**config.mk**
```make
export PLATFORM = sky130hd
export DESIGN_NAME = ttee_queue
export DESIGN_NICKNAME = d
export VERILOG_FILES = /design/src/hdl/text_terminal_escape_engine_macros.svh /design/src/hdl/ttee_pkg.sv /design/src/hdl/ttee_queue.sv
export SDC_FILE = /design/constraint.sdc
export NUM_CORES = 1
export LEC_CHECK = 0
export ABC_AREA = 1
export BUFFER_PORTS_ARGS = -buffer_cell sky130_fd_sc_hd__clkbuf_2
export CAP_MARGIN = 0
export CORE_MARGIN = 4
export CORE_UTILIZATION = 45
export DETAILED_ROUTE_END_ITERATION = 8
export HOLD_SLACK_MARGIN = 0.15
export PLACE_DENSITY = 0.75
export SLEW_MARGIN = 40
export SYNTH_ARGS = -nofsm -noshare
export SYNTH_HDL_FRONTEND = slang
export SYNTH_SLANG_ARGS = --single-unit
```
**constraint.sdc**
```tcl
create_clock -name clock -period 3 [get_ports clock]
set_input_delay 0.15 -clock clock [delete_from_list [all_inputs] [get_ports clock]]
set_output_delay 0.15 -clock clock [all_outputs]
set_load 0.01 [all_outputs]
```
**src/hdl/text_terminal_escape_engine_macros.svh**
```systemverilog
// Assertion macros shared by the terminal engine RTL.
`ifndef TEXT_TERMINAL_ESCAPE_ENGINE_MACROS_SVH
`define TEXT_TERMINAL_ESCAPE_ENGINE_MACROS_SVH

// Implication checked outside of reset.
`define TTEE_ASSERT_IMP(label, ante, cons, msg) \
   label: assert property (@(posedge clock) disable iff (reset) (ante) |-> (cons)) \
      else $error(msg);

// Next-cycle implication checked at every edge, reset included.
`define TTEE_ASSERT_NXT(label, ante, cons, msg) \
   label: assert property (@(posedge clock) (ante) |=> (cons)) else $error(msg);

`endif

```
**src/hdl/ttee_pkg.sv**
```systemverilog
// ----------------------------------------------------------------------------
// Terminal escape engine package
// Shared types, screen geometry and character codes.
// ----------------------------------------------------------------------------
package ttee_pkg;

   localparam int ROWS  = 24;
   localparam int COLS  = 80;
   localparam int CELLS = ROWS * COLS;
   localparam int ADDR_W = $clog2(CELLS);
   localparam int QDEPTH = 4;
   localparam int QPTR_W = $clog2(QDEPTH);

   localparam logic [4:0] ROW_NUM  = 5'(ROWS);
   localparam logic [4:0] ROW_LAST = 5'(ROWS - 1);
   localparam logic [6:0] COL_NUM  = 7'(COLS);
   localparam logic [6:0] COL_LAST = 7'(COLS - 1);
   localparam logic [ADDR_W-1:0] CELL_LAST = ADDR_W'(CELLS - 1);
   localparam logic [ADDR_W-1:0] LAST_ROW_BASE = ADDR_W'((ROWS - 1) * COLS);

   localparam logic [7:0] CH_BEL   = 8'd7;
   localparam logic [7:0] CH_BS    = 8'd8;
   localparam logic [7:0] CH_TAB   = 8'd9;
   localparam logic [7:0] CH_LF    = 8'd10;
   localparam logic [7:0] CH_FF    = 8'd12;
   localparam logic [7:0] CH_CR    = 8'd13;
   localparam logic [7:0] CH_ESC   = 8'd27;
   localparam logic [7:0] CH_GS    = 8'd29;
   localparam logic [7:0] CH_US    = 8'd31;
   localparam logic [7:0] CH_SPACE = 8'd32;
   localparam logic [7:0] CH_DEL_LIMIT = 8'd128;

   localparam logic [7:0] ESC_UP    = 8'h41;
   localparam logic [7:0] ESC_DOWN  = 8'h42;
   localparam logic [7:0] ESC_RIGHT = 8'h43;
   localparam logic [7:0] ESC_LEFT  = 8'h44;
   localparam logic [7:0] ESC_CLEAR = 8'h45;
   localparam logic [7:0] ESC_HOME  = 8'h48;
   localparam logic [7:0] ESC_EOP   = 8'h4A;
   localparam logic [7:0] ESC_EOL   = 8'h4B;
   localparam logic [7:0] ESC_INSL  = 8'h4C;
   localparam logic [7:0] ESC_DELL  = 8'h4D;
   localparam logic [7:0] ESC_STON  = 8'h4E;
   localparam logic [7:0] ESC_STOFF = 8'h4F;
   localparam logic [7:0] ESC_ADDR  = 8'h59;
   localparam logic [7:0] ESC_INSC  = 8'h6C;
   localparam logic [7:0] ESC_DELC  = 8'h6D;
   localparam logic [7:0] ESC_HLON  = 8'h70;
   localparam logic [7:0] ESC_HLOFF = 8'h71;

   typedef struct packed {
      logic       command;
      logic [7:0] char_in;
      logic [4:0] read_row;
      logic [6:0] read_col;
   } ttee_req_type;

   typedef struct packed {
      logic [7:0] cell_char;
      logic [4:0] cursor_row;
      logic [6:0] cursor_col;
      logic [7:0] echo_char;
      logic       echo_valid;
      logic       graphics_valid;
      logic       bell;
      logic       graphics_mode;
      logic       status_line_on;
      logic       highlight;
   } ttee_rsp_type;

   typedef struct packed {
      ttee_rsp_type      rsp;
      logic              do_copy;
      logic              copy_desc;
      logic              copy_row;
      logic [ADDR_W-1:0] copy_start;
      logic [ADDR_W-1:0] copy_stop;
      logic              do_fill;
      logic [ADDR_W-1:0] fill_start;
      logic [ADDR_W-1:0] fill_stop;
      logic              do_write;
      logic [ADDR_W-1:0] write_addr;
      logic [7:0]        write_char;
      logic              do_read;
      logic [ADDR_W-1:0] read_addr;
   } ttee_job_type;

   function automatic logic [ADDR_W-1:0] row_base(input logic [4:0] r);
      return ADDR_W'(r) * ADDR_W'(COLS);
   endfunction

   function automatic logic [6:0] addr_value(input logic [7:0] b, input logic [6:0] limit);
      logic [7:0] d;
      d = b - CH_SPACE;
      if (b < CH_SPACE) return 7'd0;
      if (d >= {1'b0, limit}) return limit - 7'd1;
      return d[6:0];
   endfunction

endpackage

```
**src/hdl/ttee_queue.sv**
```systemverilog
// ----------------------------------------------------------------------------
// Terminal escape engine job queue
// Short first-in first-out store between the decoder and the screen unit.
// ----------------------------------------------------------------------------
module ttee_queue import ttee_pkg::*; (
   input  logic         clock,
   input  logic         reset,
   input  logic         push,
   input  ttee_job_type push_job,
   output logic         full,
   input  logic         pop,
   output logic         empty,
   output ttee_job_type head_job
);

   ttee_job_type      slot_ff [QDEPTH];
   logic [QPTR_W-1:0] wr_ff, rd_ff;
   logic [QPTR_W:0]   count_ff, count_in;

   assign full = count_ff == (QPTR_W + 1)'(QDEPTH);
   assign empty = count_ff == '0;
   assign head_job = slot_ff[rd_ff];

   always_comb begin
      count_in = count_ff;
      if (push && !pop) count_in = count_ff + 1'b1;
      else if (pop && !push) count_in = count_ff - 1'b1;
   end

   always_ff @(posedge clock) begin
      if (push) slot_ff[wr_ff] <= push_job;
      if (reset) begin
         wr_ff <= '0;
         rd_ff <= '0;
         count_ff <= '0;
      end else begin
         if (push) wr_ff <= wr_ff + 1'b1;
         if (pop) rd_ff <= rd_ff + 1'b1;
         count_ff <= count_in;
      end
   end

endmodule

```
==> results of run 1 <==
## power breakdown
| part | leakage [nW] | switching [mW] | internal (mW) |
|---|---|---|---|
| logic | 2.64 | 0.922 | 0.528 |
| clock network | 0.712 | 2.30 | 3.22 |
| registers | 4.26 | 0.0716 | 7.43 |
## how the worst max path moves through the flow
| stage | end | depth (start not counted) |
|---|---|---|
| 3_5_place_dp | head_job[37] | 5 |
| 2_1_floorplan | slot_ff[0][0] | 4 |
| 6_report | head_job[32] | 5 |
| 3_3_place_gp | slot_ff[3][27] | 4 |
| 4_1_cts | head_job[37] | 5 |
| 5_1_grt | head_job[21] | 5 |
## state kept, by name (all words and copies together), names as in the netlist, named ones only
register	count
count_ff	3
wr_ff	2
slot_ff	456
rd_ff	2
## what timing repair did
item / in CTS / in global routing
gates resized for setup: 0 / 0
setup buffers: 0 / 0
hold buffers: 118 / 0
endpoints found under the hold margin: 465 / 0
## cell families (layout without fill, tap and decap cells)
logic type      count (synthesis)  after routing  synth area share
compound gates                350            350             0.109
xor+xnor                        1              1          0.000502
fa+ha+maj                       6              6           0.00474
buf+inv                        91            468            0.0367
flops                         465            465             0.796
other cells                     0              2                 0
simple gates                  247            247            0.0535
## worst register-to-register path: stages, from the launching register on
cell and delay [ns]:
dfxtp_1 0.33, ha_1 0.19, nand2_1 0.10, clkinvlp_4 0.58, buf_12 0.44
## layout by cell type, fill, tap and decap left out
| master | n |
|---|---|
| edfxtp_1 | 456 |
| nor2_1 | 234 |
| clkbuf_2 | 233 |
| dlygate4sd3_1 | 118 |
| o21ai_1 | 117 |
| o21ai_0 | 116 |
| o22ai_1 | 114 |
| clkbuf_16 | 49 |
| clkinv_1 | 14 |
| buf_12 | 12 |
| inv_1 | 11 |
| clkinv_2 | 9 |
| nand2_1 | 9 |
| clkinvlp_4 | 7 |
| dfxtp_1 | 7 |
| clkbuf_1 | 6 |
| ha_1 | 5 |
| a21oi_1 | 3 |
| bufinv_16 | 3 |
| buf_4 | 3 |
| diode_2 | 2 |
| inv_6 | 2 |
| nor3_1 | 2 |
| dfxtp_4 | 2 |
| xor2_1 | 1 |
| nand3_1 | 1 |
| nand4_1 | 1 |
| fa_1 | 1 |
| buf_16 | 1 |
## through the flow
| step | utilization | instance area, µm² | setup slack [ns] | total power, mW | hold slack [ns] |
|---|---|---|---|---|---|
| final | 0.570 | 21600 | 0.392 | 14.5 | 0.345 |
| after global routing | 0.570 | 21600 | 0.221 | 15.1 | 0.338 |
| after CTS | 0.570 | 21600 | 0.330 | 14.6 | 0.314 |
| after detailed placement | 0.500 | 19000 | 0.936 | 8.97 | 0.326 |
| after global placement | 0.500 | 19000 | 0.946 | 8.91 | 0.324 |
| after floorplan | - | 17400 | 0.240 | 8.40 | 0.222 |
## routing by layer
metal	global-route usage	vias up	share of wire
met2	0.311	384	0.49
met1	0.249	5300	0.42
met3	0.0461	46	0.079
met4	0.0421	0	0.015
met5	0	-	0
li1	-	5086	-
## layout make-up
class,instances,share of cell area
sequential,465,0.642
multi-input combinational,604,0.135
timing repair buffer,367,0.122
clock buffer,55,0.0577
tap,511,0.0296
clock inverter,29,0.00989
inverter,17,0.00393
antenna,2,0.000231
==> insert_results.sql, run 1 <==
INSERT INTO impl_metrics (metric_group, metric, value, unit) VALUES
('critical_path', 'worstPathRequired', '2.85', 'ns'),
('critical_path', 'timing.reg2reg.setup_slack', '1.00', 'ns'),
('layout', 'fillers', '2926', ''),
('timing', 'setup_tns', '0', 'ns'),
('outcome', 'run_status', 'finished, final reports clean', ''),
('logic_synthesis', 'yosys-top-cells-count', 'edfxtp_1 (456), nor2_1 (234), o21ai_1 (117)', ''),
('logic_synthesis', 'synthDominantCellAreaShare', '0.785', ''),
('route', 'dr.pass1.iters', '5', ''),
('power_and_ir_drop', 'max_rail_drop_vdd', '0.548', 'mV'),
('clock_network', 'clock_insertion_delay_worst_skew', '0.56', 'ns'),
('power_and_ir_drop', 'power-per-cell-area', '669', 'nW/µm²'),
('logic_synthesis', 'yosysTopAreaCell', 'edfxtp_1', ''),
('clock_network', 'cts_buffers', '47', ''),
('place', 'dp_cells', '1846', ''),
('timing', 'setup_repair_after_global_routing_missed_its_margin', 'no', ''),
('logic_synthesis', 'ys.flop_type', 'edfxtp_1', ''),
('critical_path', 'endpoint_kind', 'primary output', ''),
('timing', 'worst_slew_pin_slew', '0.735', 'ns'),
('critical_path', 'critical_path.max_stage_delay', '0.45', 'ns'),
('logic_synthesis', 'synth_enable_flop_cells', '456', ''),
('floorplan', 'die-area', '42000', 'µm²'),
('hold_path', 'hold_path_depth', '2', ''),
('logic_synthesis', 'async_reset_ff_frac', '0', ''),
('critical_path', 'critical_path_buf_inv_count', '3', ''),
('global_route', 'grt_first_pass_wirelength', '61000', 'µm'),
('layout', 'combined_flip_flop_and_latch_cell_area', '13900', 'µm²'),
('clock_network', 'cts_tree', 'yes', ''),
('logic_synthesis', 'synthesis.yosys.warnings', '0', ''),
('route', 'dr.first_iter.drc_count', '736', ''),
('hold_path', 'hold_path_end', 'slot_ff[0][43]', ''),
('critical_path', 'timing.critical_path.arrival', '2.46', 'ns'),
('clock_network', 'tritoncts_num_sinks', '465', ''),
('critical_path', 'timing.critical_path.fanout_max', '135', ''),
('floorplan', 'ioPinCount', '234', ''),
('hold_path', 'worst_hold_startpoint', 'push_job[43]', ''),
('logic_synthesis', 'top_cells_by_area_in_the_synthesized_netlist', 'edfxtp_1 (79%), nor2_1 (5.0%), o22ai_1 (4.1%)', ''),
('timing', 'fmaxAchievable', '383', 'MHz'),
('logic_synthesis', 'ys_seq_area_frac', '0.796', ''),
('clock_network', 'cts_buffer_depth', '3', ''),
('global_route', 'congestion_overflow_gr', '0', ''),
('critical_path', 'cell_by_cell_trace_of_the_critical_path', 'buf_12, buf_16, o21ai_0, o22ai_1, clkbuf_2', ''),
('timing', 'layout_min_cycle_time', '2.61', 'ns'),
('place', 'hpwl', '21700', 'µm'),
('critical_path', 'critPathTopFamily', 'buffers and inverters', ''),
('logic_synthesis', 'synthesized_netlist_cell_count', '1160', ''),
('layout', 'synthToLayoutAreaGrowth', '24.1', '%'),
('critical_path', 'critical_path.reg2reg.endpoint', 'slot_ff[3][27]', ''),
('layout', 'drive_gt1_frac', '0.209', ''),
('route', 'drt-vias-per-instance', '5.28', ''),
('floorplan', 'core', '37900', 'µm²'),
('critical_path', 'timing.reg2reg.worst_path_depth', '4', ''),
('logic_synthesis', 'synth_cell_type_count', '24', ''),
('route', 'ant_nets', '0', ''),
('timing', 'report.final.setup_viol', '0', ''),
('logic_synthesis', 'synth.cell_area', '17400', 'µm²'),
('timing', 'report.final.slew_viol_count', '0', ''),
('logic_synthesis', 'ys_seq_elements', '465', ''),
('timing', 'timing.clock.skew', '0.00899', 'ns'),
('hold_path', 'timing.hold.worst.class', 'in2reg', ''),
('route', 'wl_per_cell', '19.3', 'µm'),
('clock_network', 'clkTransAtPathRegs', '0.06', 'ns'),
('global_route', 'grt_max_degree', '136', ''),
('logic_synthesis', 'top_count_cell_post_synth', 'edfxtp_1', ''),
('timing', 'report.final.hold_viol_count', '0', ''),
('layout', 'design.final.nets', '1626', ''),
('route', 'drt-total-wl', '39500', 'µm'),
('critical_path', 'startpoint_type', 'register', ''),
('clock_network', 'cts.htree.levels', '2', ''),
('logic_synthesis', 'mappedNetlistNets', '1284', ''),
('timing', 'max-slew-margin-rel', '0.510', ''),
('global_route', 'gr-usage-all-layers', '0.186', '');
(Power assumes the default switching activity.)
==> inputs of run 2 (changes only) <==
ABC_AREA = unset   (was 1)
==> run 2 against run 1 <==
  * Combinational power rose by 3%
  * Via count fell by 26%
  * Synthesized area fell by 3.1%
  * Core utilization rose by 0.97 points
  * Maximum frequency rose by 10%
  * Largest cell class unchanged
  * Largest power group unchanged
  * Synthesized cell count fell by 45%
==> insert_results.sql, run 2 <==
INSERT INTO impl_metrics (metric_group, metric, value, unit) VALUES
('outcome', 'run_status', 'finished, final reports clean', ''),
('place', 'port-buffer-count', '233', ''),
('layout', 'design.final.nets', '1150', ''),
('clock_network', 'postCtsHoldBufs', '118', ''),
('logic_synthesis', 'synth.cell_area', '16900', 'µm²'),
('place', 'globalplace.congestion', '0.712', ''),
('layout', 'register_name_with_the_most_flops', 'slot_ff', ''),
('route', 'dr.first_iter.drc_count', '468', ''),
('clock_network', 'cts_buffer_depth', '3', ''),
('power_and_ir_drop', 'p_sw', '3.13', 'mW'),
('hold_path', 'timing.hold.worst.class', 'in2reg', ''),
('clock_network', 'post_cts_resized', '0', ''),
('critical_path', 'path_class', 'reg2out', ''),
('layout', 'drive_gt1_frac', '0.402', ''),
('power_and_ir_drop', 'power.static_leakage', '7.29', 'nW'),
('critical_path', 'worstPathRequired', '2.85', 'ns'),
('timing', 'max-slew-margin-rel', '0.578', ''),
('global_route', 'gr-usage-all-layers', '0.163', ''),
('power_and_ir_drop', 'pwr-share-comb', '0.103', ''),
('critical_path', 'startpoint_type', 'register', ''),
('global_route', 'grt_max_degree', '65', ''),
('global_route', 'first_global_vias', '8718', ''),
('clock_network', 'clock_insertion_delay_worst_skew', '0.55', 'ns'),
('layout', 'final_core_utilization', '0.580', ''),
('timing', 'setup_tns', '0', 'ns'),
('timing', 'worst_slew_pin_slew', '0.632', 'ns'),
('logic_synthesis', 'ys_seq_elements', '465', ''),
('floorplan', 'core', '36800', 'µm²'),
('power_and_ir_drop', 'swShare', '0.216', ''),
('logic_synthesis', 'top_count_cell_post_synth', 'edfxtp_1', ''),
('route', 'drt-total-wl', '32400', 'µm'),
('critical_path', 'timing.critical_path.fanout_max', '38', ''),
('power_and_ir_drop', 'power-per-cell-area', '677', 'nW/µm²'),
('clock_network', 'cts_buffers', '47', ''),
('power_and_ir_drop', 'cell_internal_pwr', '11.3', 'mW'),
('timing', 'fmaxAchievable', '423', 'MHz'),
('floorplan', 'initial_standard_cell_utilization_of_the_core', '0.459', ''),
('timing', 'timing.clock.skew', '0.0104', 'ns'),
('logic_synthesis', 'async_reset_ff_frac', '0', ''),
('clock_network', 'ctsRootBufferMaster', 'clkbuf_16', ''),
('timing', 'report.final.hold_viol_count', '0', ''),
('logic_synthesis', 'yosysTopAreaCell', 'edfxtp_1', ''),
('logic_synthesis', 'synth_cell_type_count', '21', ''),
('layout', 'reg.largest.list', 'slot_ff (456), count_ff (3)', ''),
('logic_synthesis', 'ys.flop_type', 'edfxtp_1', ''),
('clock_network', 'cts_tree', 'yes', ''),
('logic_synthesis', 'synth_area_per_cell', '26.4', 'µm²'),
('timing', 'report.final.slew_viol_count', '0', ''),
('logic_synthesis', 'synth_enable_flop_cells', '456', ''),
('logic_synthesis', 'mappedNetlistNets', '764', ''),
('floorplan', 'die_width', '202', 'µm'),
('route', 'drt-vias-per-instance', '5.20', ''),
('global_route', 'congestion_overflow_gr', '0', ''),
('critical_path', 'endpoint_kind', 'primary output', ''),
('floorplan', 'die_h', '202', 'µm'),
('timing', 'final.period_utilization', '0.788', ''),
('layout', 'synthToLayoutAreaGrowth', '26.3', '%'),
('clock_network', 'tritoncts_num_sinks', '465', ''),
('clock_network', 'clkTransAtPathRegs', '0.06', 'ns'),
('route', 'dr.pass1.iters', '4', ''),
('clock_network', 'postCtsSetupRepairBufs', '0', ''),
('critical_path', 'timing.critical_path.arrival', '2.21', 'ns'),
('layout', 'most-common-layout-cells', 'edfxtp_1 (456), clkbuf_2 (233), dlygate4sd3_1 (118)', ''),
('logic_synthesis', 'ys_seq_area_frac', '0.821', ''),
('logic_synthesis', 'top_cells_by_area_in_the_synthesized_netlist', 'edfxtp_1 (81%), mux4_2 (15%), dfxtp_1 (1.1%)', ''),
('critical_path', 'crit_path_top_delay_cell', 'dfxtp_4', ''),
('logic_synthesis', 'synthesized_netlist_cell_count', '640', ''),
('floorplan', 'placement_rows', '70', ''),
('timing', 'setup_repair_after_global_routing_missed_its_margin', 'no', ''),
('global_route', 'grt_antenna_before_repair', '3', ''),
('logic_synthesis', 'yosys-top-cells-count', 'edfxtp_1 (456), mux4_2 (114), buf_2 (13)', ''),
('power_and_ir_drop', 'p_seq_frac', '0.523', ''),
('clock_network', 'cts.htree.levels', '2', ''),
('layout', 'final_common_cell', 'edfxtp_1', ''),
('timing', 'report.final.setup_viol', '0', ''),
('critical_path', 'critical_path.max_stage_delay', '0.74', 'ns'),
('route', 'wl_per_cell', '21.1', 'µm'),
('logic_synthesis', 'synthDominantCellAreaShare', '0.811', ''),
('place', 'hpwl', '18400', 'µm'),
('timing', 'layout_min_cycle_time', '2.36', 'ns'),
('critical_path', 'cell_by_cell_trace_of_the_critical_path', 'buf_12, mux4_2, clkbuf_2', ''),
('layout', 'largest_register_ff_count', '456', ''),
('floorplan', 'ioPinCount', '234', ''),
('logic_synthesis', 'synthesis.yosys.warnings', '0', ''),
('floorplan', 'die-area', '40700', 'µm²'),
('global_route', 'grt_first_pass_wirelength', '51100', 'µm'),
('flow_run', 'timing.max_cap.violations', '0', ''),
('power_and_ir_drop', 'max_rail_drop_vdd', '0.492', 'mV'),
('route', 'ant_nets', '0', ''),
('route', 'drc', '0', ''),
('power_and_ir_drop', 'share_clk_of_total_power', '0.374', ''),
('route', 'vias', '7972', '');
## run 2: power by group through the flow
stage,registers [mW],clock network [mW],logic [mW]
after global placement,7.68,0,1.36
after CTS,7.56,5.54,1.52
final,7.56,5.40,1.49
after global routing,7.58,5.86,1.62
after detailed placement,7.69,0,1.39
after floorplan,7.66,0,0.825
## run 2: cell families after synthesis
| group | Yosys count | synth area share |
|---|---|---|
| flops | 465 | 0.821 |
| compound gates | 2 | 0.000592 |
| buf+inv | 31 | 0.0130 |
| mux | 116 | 0.153 |
| simple gates | 15 | 0.00437 |
| fa+ha+maj | 6 | 0.00489 |
| xor+xnor | 5 | 0.00259 |
## run 2: layout make-up
type | count | area [µm²]
Clock inverter | 19 | 115
Inverter | 4 | 15.0
Clock buffer | 67 | 1310
Sequential cell | 465 | 13900
Multi-Input combinational cell | 144 | 2810
Timing Repair Buffer | 364 | 2610
Tap cell | 468 | 586
Fill cell | 2583 | 15500
Antenna cell | 2 | 5.00
## run 2: worst paths after layout
kind                                  endpoint  cells after the start  slack, ns   startpoint
worst max register to register  slot_ff[0][69]                      4       1.45     wr_ff[0]
worst min register to register     count_ff[2]                      2       0.51  count_ff[2]
worst min-delay path             slot_ff[3][1]                      2       0.35  push_job[1]
worst max-delay path              head_job[57]                      3       0.64     register
## run 2: worst max-delay path, delay by kind of cell, from the launching register on
kind	cells	cell delay, ns
buffers and inverters	2	0.47
flip-flops	1	0.74
multiplexers	1	0.37
## run 2: metal layers
metal / share of wire / track usage / up-vias
met1: 0.41 / 0.220 / 4110
li1: - / - / 3540
met3: 0.068 / 0.0392 / 41
met5: 0.00040 / 0 / -
met4: 0.020 / 0.0515 / 2
met2: 0.50 / 0.267 / 279
## run 2: metrics by stage
stage	hold WS (ns)	worst slack (ns)	cells	instance area (µm²)	total power [mW]
after CTS	0.306	0.582	1531	21300	14.6
after global placement	0.365	1.20	1327	18700	9.04
after global routing	0.349	0.536	1533	21300	15.1
after detailed placement	0.371	1.19	1327	18700	9.08
after floorplan	0.249	0.612	640	16900	8.49
final	0.354	0.636	1533	21300	14.4
